--- src/rtl/pss_pkg.sv ---
`default_nettype none

package pss_pkg;

    localparam int NUM_ENTRIES = 256;
    localparam logic [15:0] TICK_MS = 16'd10;
    localparam logic [15:0] HB_TIMEOUT_RESET = 16'd3000;
    localparam logic [15:0] STATUS_PERIOD_RESET = 16'd1000;

    // input opcodes
    localparam logic [1:0] OP_TICK      = 2'd0;
    localparam logic [1:0] OP_REQUEST   = 2'd1;
    localparam logic [1:0] OP_HEARTBEAT = 2'd2;
    localparam logic [1:0] OP_UNUSED    = 2'd3;

    // result kinds
    localparam logic [1:0] KIND_NONE   = 2'd0;
    localparam logic [1:0] KIND_STATUS = 2'd1;
    localparam logic [1:0] KIND_VAR    = 2'd2;
    localparam logic [1:0] KIND_READ   = 2'd3;

    // register indexes
    localparam logic REG_HB_TIMEOUT    = 1'b0;
    localparam logic REG_STATUS_PERIOD = 1'b1;

    typedef enum logic [1:0] {
        SCAN_SERVE,
        SCAN_MATCH,
        SCAN_FREE
    } pss_scan_mode_t;

    typedef enum logic [2:0] {
        ST_IDLE,
        ST_TICK,
        ST_SERVE,
        ST_EMIT2,
        ST_MATCH,
        ST_FREE
    } pss_state_t;

    // broadcast from the sequencer to every cell
    typedef struct packed {
        logic           tick_add;
        pss_scan_mode_t mode;
        logic [15:0]    cmd_id;
        logic [15:0]    cmd_per;
    } pss_cell_ctl_t;

    // token handed from cell to cell along the row
    typedef struct packed {
        logic        valid;
        logic        hit;
        logic [15:0] id;
    } pss_carry_t;

endpackage

`default_nettype wire

--- src/rtl/pss_cell.sv ---
`default_nettype none

module pss_cell (
    input  wire logic                  clk,
    input  wire logic                  rst_n,
    input  wire pss_pkg::pss_cell_ctl_t ctl,
    input  wire pss_pkg::pss_carry_t    carry_in,
    output pss_pkg::pss_carry_t         carry_out
);

    logic               enable_reg;
    logic               enable_next;
    logic [15:0]        id_reg;
    logic [15:0]        id_next;
    logic [15:0]        period_reg;
    logic [15:0]        period_next;
    logic [15:0]        timer_reg;
    logic [15:0]        timer_next;
    pss_pkg::pss_carry_t carry_reg;
    pss_pkg::pss_carry_t carry_next;
    logic               act;

    // act on the token when it is live and not yet taken
    always_comb
    begin
        enable_next = enable_reg;
        id_next     = id_reg;
        period_next = period_reg;
        timer_next  = timer_reg;
        act         = 1'b0;

        if (ctl.tick_add)
        begin
            timer_next = timer_reg + pss_pkg::TICK_MS;
        end

        if (carry_in.valid && !carry_in.hit)
        begin
            case (ctl.mode)
                pss_pkg::SCAN_SERVE:
                begin
                    if (enable_reg && (period_reg != 16'd0) && (timer_reg >= period_reg))
                    begin
                        act        = 1'b1;
                        timer_next = 16'd0;
                    end
                end
                pss_pkg::SCAN_MATCH:
                begin
                    if (id_reg == ctl.cmd_id)
                    begin
                        if (ctl.cmd_per != 16'd0)
                        begin
                            period_next = ctl.cmd_per;
                            enable_next = 1'b1;
                            act         = 1'b1;
                        end
                        else
                        begin
                            period_next = 16'd0;
                            enable_next = 1'b0;
                        end
                    end
                end
                pss_pkg::SCAN_FREE:
                begin
                    if (!enable_reg)
                    begin
                        id_next     = ctl.cmd_id;
                        period_next = ctl.cmd_per;
                        enable_next = 1'b1;
                        act         = 1'b1;
                    end
                end
                default:
                begin
                    act = 1'b0;
                end
            endcase
        end

        // pass the token on, stamped with this slot's id when taken here
        carry_next.valid = carry_in.valid;
        carry_next.hit   = carry_in.hit | act;
        carry_next.id    = act ? id_reg : carry_in.id;
    end

    always_ff @(posedge clk or negedge rst_n)
    begin
        if (!rst_n)
        begin
            enable_reg <= 1'b0;
            id_reg     <= 16'd0;
            period_reg <= 16'd0;
            timer_reg  <= 16'd0;
            carry_reg  <= '0;
        end
        else
        begin
            enable_reg <= enable_next;
            id_reg     <= id_next;
            period_reg <= period_next;
            timer_reg  <= timer_next;
            carry_reg  <= carry_next;
        end
    end

    assign carry_out = carry_reg;

endmodule

`default_nettype wire

--- config.mk ---
export PLATFORM = sky130hd
export DESIGN_NAME = pss_cell
export DESIGN_NICKNAME = d
export VERILOG_FILES = /design/src/rtl/pss_pkg.sv /design/src/rtl/pss_cell.sv
export SDC_FILE = /design/constraint.sdc
export NUM_CORES = 1
export LEC_CHECK = 0
export ABC_AREA = 0
export BUFFER_PORTS_ARGS = -buffer_cell sky130_fd_sc_hd__buf_2
export CORE_ASPECT_RATIO = 1.4
export CORE_MARGIN = 2
export CORE_UTILIZATION = 40
export CTS_BUF_LIST = sky130_fd_sc_hd__clkbuf_16
export CTS_CLUSTER_SIZE = 28
export DETAILED_ROUTE_END_ITERATION = 6
export MAX_ROUTING_LAYER = met4
export PLACE_DENSITY_LB_ADDON = 0.3
export SETUP_SLACK_MARGIN = 0.3
export SLEW_MARGIN = 20
export SYNTH_ARGS = -nofsm -noshare
export SYNTH_HDL_FRONTEND = slang
export SYNTH_SLANG_ARGS = --single-unit
--- constraint.sdc ---
create_clock -name clk -period 2.9 [get_ports clk]
set_input_delay 0 -clock clk [delete_from_list [all_inputs] [get_ports clk]]
set_output_delay 0 -clock clk [all_outputs]
set_load 0.05 [all_outputs]
==> impl_metrics.env <==
export IMPL_status="completed"
export IMPL_numCtsBuffers=9
export IMPL_vias_per_cell=4.959
export IMPL_min_period_ns=2.488
export IMPL_avgSynthCellArea_um2=12.23
export IMPL_rsz0062_at_grt="no"
export IMPL_drv_slew=0
export IMPL_h_tree_depth=3
export IMPL_fin_worst_skew_ns=0.005419
export IMPL_p_per_area_mw_per_mm2=712.4
export IMPL_critical_path_required_ns=3.11
export IMPL_met2_usage_pct=33.77
export IMPL_dp_hpwl_um=5471
export IMPL_tritoncts="built"
export IMPL_max_cap_violations=0
export IMPL_wire_per_inst_um=14.94
export IMPL_overflow=0
export IMPL_dieHeight_um=111.7
export IMPL_use_met1_pct=20.40
export IMPL_antenna_found_initial=0
export IMPL_pin_count=73
export IMPL_drive_above_1_share_pct=34.88
export IMPL_largest_reg_flops=18
export IMPL_timing_fmax_ghz=0.4019
export IMPL_yosysUniqueCellTypes=40
export IMPL_finalHoldViolCount=0
export IMPL_finalCritPeriodShare_pct=85.80
export IMPL_rows=39
export IMPL_clk_pin_slew_ns=0.05
export IMPL_gp_congestion=0.8588
export IMPL_grt_met3_usage_pct=3.728
export IMPL_ys_seq_elements=66
export IMPL_grt_pass1_vias=2792
export IMPL_leakage_nw=2.183
export IMPL_grt_max_degree=26
export IMPL_worstMarginPinSlew_ns=0.5445
export IMPL_vdd_drop_max_mv=0.4458
export IMPL_final_util_pct=57.12
export IMPL_drc_errors=0
export IMPL_worstSetupEndpointType="register"
export IMPL_dieArea_mm2=0.009038
export IMPL_stdcell_area_mm2=0.004627
export IMPL_drtPass1Iterations=4
export IMPL_post_cts_buffers=0
export IMPL_cp_arrival_ns=2.70
export IMPL_cp_max_fo=9
export IMPL_antenna_left=0
export IMPL_ctsLongestPathBuffers=2
export IMPL_portBuffers=72
export IMPL_clock_sinks=66
export IMPL_top_usage_layer="met2"
export IMPL_finalSetupViolations=0
export IMPL_synth_fp_nets=342
export IMPL_max_slew_margin_pct=63.70
export IMPL_syn_inst=271
export IMPL_nets=477
export IMPL_ys_warn_count=0
export IMPL_ys_seq_area_share_pct=49.85
export IMPL_holdCritPathClass="in -> reg"
export IMPL_start_kind="register"
export IMPL_grt_total_usage_pct=19.15
export IMPL_cts_root_buf="clkbuf_16"
export IMPL_grt_first_pass_wirelength_um=12850
export IMPL_start_util_pct=40.90
export IMPL_drtIter0Drc=82
export IMPL_netlist_area_mm2=0.003313
export IMPL_place_area_mm2=0.003805
export IMPL_core_mm2=0.008100
export IMPL_clk_latency_ns=0.33
export IMPL_drt_total_wl_um=7651
export IMPL_fin_setup_tns_ns=0
export IMPL_crit_type="reg -> reg"
export IMPL_num_vias=2539
export IMPL_num_antenna_cells=0
export IMPL_die_w_um=80.92
export IMPL_syn_to_final_growth_pct=39.65
-- stage by stage --
step / hold WS [ns] / instances / setup WS (ns) / power [mW]
final: 0.04329 / 512 / 0.4119 / 3.296
after global routing: 0.05921 / 512 / 0.3205 / 3.509
after CTS: 0.03891 / 511 / 0.3985 / 3.322
after detailed placement: 0.01553 / 444 / 0.4047 / 2.247
after global placement: 0.01582 / 444 / 0.4561 / 2.212
after floorplan: -0.2956 / 271 / 0.4594 / 1.983
-- kinds of logic after synthesis --
logic type                 count (synthesis)  share of synthesized area, %
and+or+nand+nor                           66                         10.91
DFF                                       66                         49.85
muxes                                     49                         17.64
xor gates and xnor gates                  28                         7.402
AOI/OAI and AO/OA                         23                         4.721
buffers and inverters                     23                         3.437
adders and majority gates                 16                         6.042
-- cell type report --
class                   instances  area, um^2
fillers                       700        3473
flip-flops and latches         66        1652
multi-input cells             182        1549
repair buffers                131       963.4
clock buffers                   9       225.2
well taps                     102       127.6
inverters                      16       60.06
clock inverters                 6       50.05
-- timing repair --
action	4_1_cts	5_1_grt
hold buffers	52	0
resized for setup	0	1
endpoints found under the setup margin	0	4
hold endpoints to repair	73	0
-- cell usage after synthesis --
| library cell | n | area [um^2] |
|---|---|---|
| clkbuf_1 | 3 | 11.26 |
| nor4_2 | 1 | 12.51 |
| mux2_4 | 9 | 135.1 |
| mux2_2 | 39 | 439.2 |
| a2111oi_1 | 1 | 10.01 |
| o32ai_1 | 1 | 8.760 |
| and2_1 | 1 | 6.260 |
| nor3_1 | 1 | 5.000 |
| a2bb2oi_1 | 1 | 8.760 |
| ha_1 | 16 | 200.2 |
| o41a_2 | 1 | 12.51 |
| a21o_1 | 3 | 22.52 |
| nand2b_1 | 3 | 18.77 |
| xor2_1 | 6 | 52.55 |
| inv_1 | 16 | 60.06 |
| o211ai_2 | 1 | 12.51 |
| and4b_1 | 1 | 10.01 |
| buf_6 | 1 | 11.26 |
| nand4_1 | 11 | 68.82 |
| nor4_1 | 8 | 50.05 |
| mux2i_1 | 1 | 10.01 |
| nand3_1 | 6 | 30.03 |
| o21ai_0 | 3 | 15.01 |
| and3_1 | 1 | 6.260 |
| or3_1 | 2 | 12.51 |
| o21a_1 | 1 | 7.510 |
| a211oi_1 | 1 | 7.510 |
| nor2_2 | 1 | 6.260 |
| buf_1 | 1 | 3.750 |
| and3b_1 | 1 | 8.760 |
| nor2b_1 | 3 | 18.77 |
| buf_12 | 1 | 20.02 |
| a21oi_1 | 9 | 45.04 |
| nand2_1 | 9 | 33.78 |
| buf_4 | 1 | 7.510 |
| and4_1 | 2 | 17.52 |
| a31oi_1 | 1 | 6.260 |
| nor2_1 | 15 | 56.30 |
| xnor2_1 | 22 | 192.7 |
| dfrtp_1 | 66 | 1652 |
-- worst paths after layout --
| check | endpoint | slack (ns) | from | cells after the start |
|---|---|---|---|---|
| min in group asynchronous | id_reg[2]$_DFFE_PN0P_ | 0.21 | rst_n | 2 |
| max | carry_out[4]$_DFF_PN0_ | 0.41 | timer_reg[1]$_DFF_PN0_ | 8 |
| min reg2reg | carry_out[12]$_DFF_PN0_ | 0.54 | id_reg[12]$_DFFE_PN0P_ | 1 |
| max reg2reg | carry_out[4]$_DFF_PN0_ | 0.41 | timer_reg[1]$_DFF_PN0_ | 8 |
| max in group asynchronous | timer_reg[8]$_DFF_PN0_ | 1.96 | rst_n | 3 |
| min | timer_reg[1]$_DFF_PN0_ | 0.04 | ctl[34] | 3 |
-- power by group --
group	total, mW	leakage (nW)	switching [mW]	internal [mW]
logic	0.916	1.24	0.429	0.487
registers	1.37	0.802	0.217	1.15
clock network	1.01	0.139	0.363	0.645
total	3.30	2.18	1.01	2.29
-- worst max-delay path: stages, from the launching register on --
cell and delay, ns:
dfrtp_1 0.42, ha_1 0.29, nor2b_1 0.14, o211ai_2 0.13
a2111oi_1 0.09, o41a_2 0.50, and3b_2 0.30, buf_12 0.15
mux2_2 0.34
-- cell usage in the layout, fill, tap and decap left out, drive strengths merged, types with 2 or more instances in the layout --
cell          n
dlygate4sd3  52
buf          78
or3           2
nor2         16
nand2b        3
nand3         6
nor4          9
clkinv        4
inv          17
and4          2
dfrtp        66
xor2          6
a21o          3
a21oi         9
xnor2        22
mux2         48
ha           16
nand2         9
nor2b         3
nand4        11
o21ai         3
clkbuf       10
-- metal layers --
metal	share of wire, %	vias to the layer above
met1	40	1237
met5	0	-
met3	3.9	15
met4	2.1	0
li1	-	1231
met2	54	56
(Power assumes the default switching activity.)
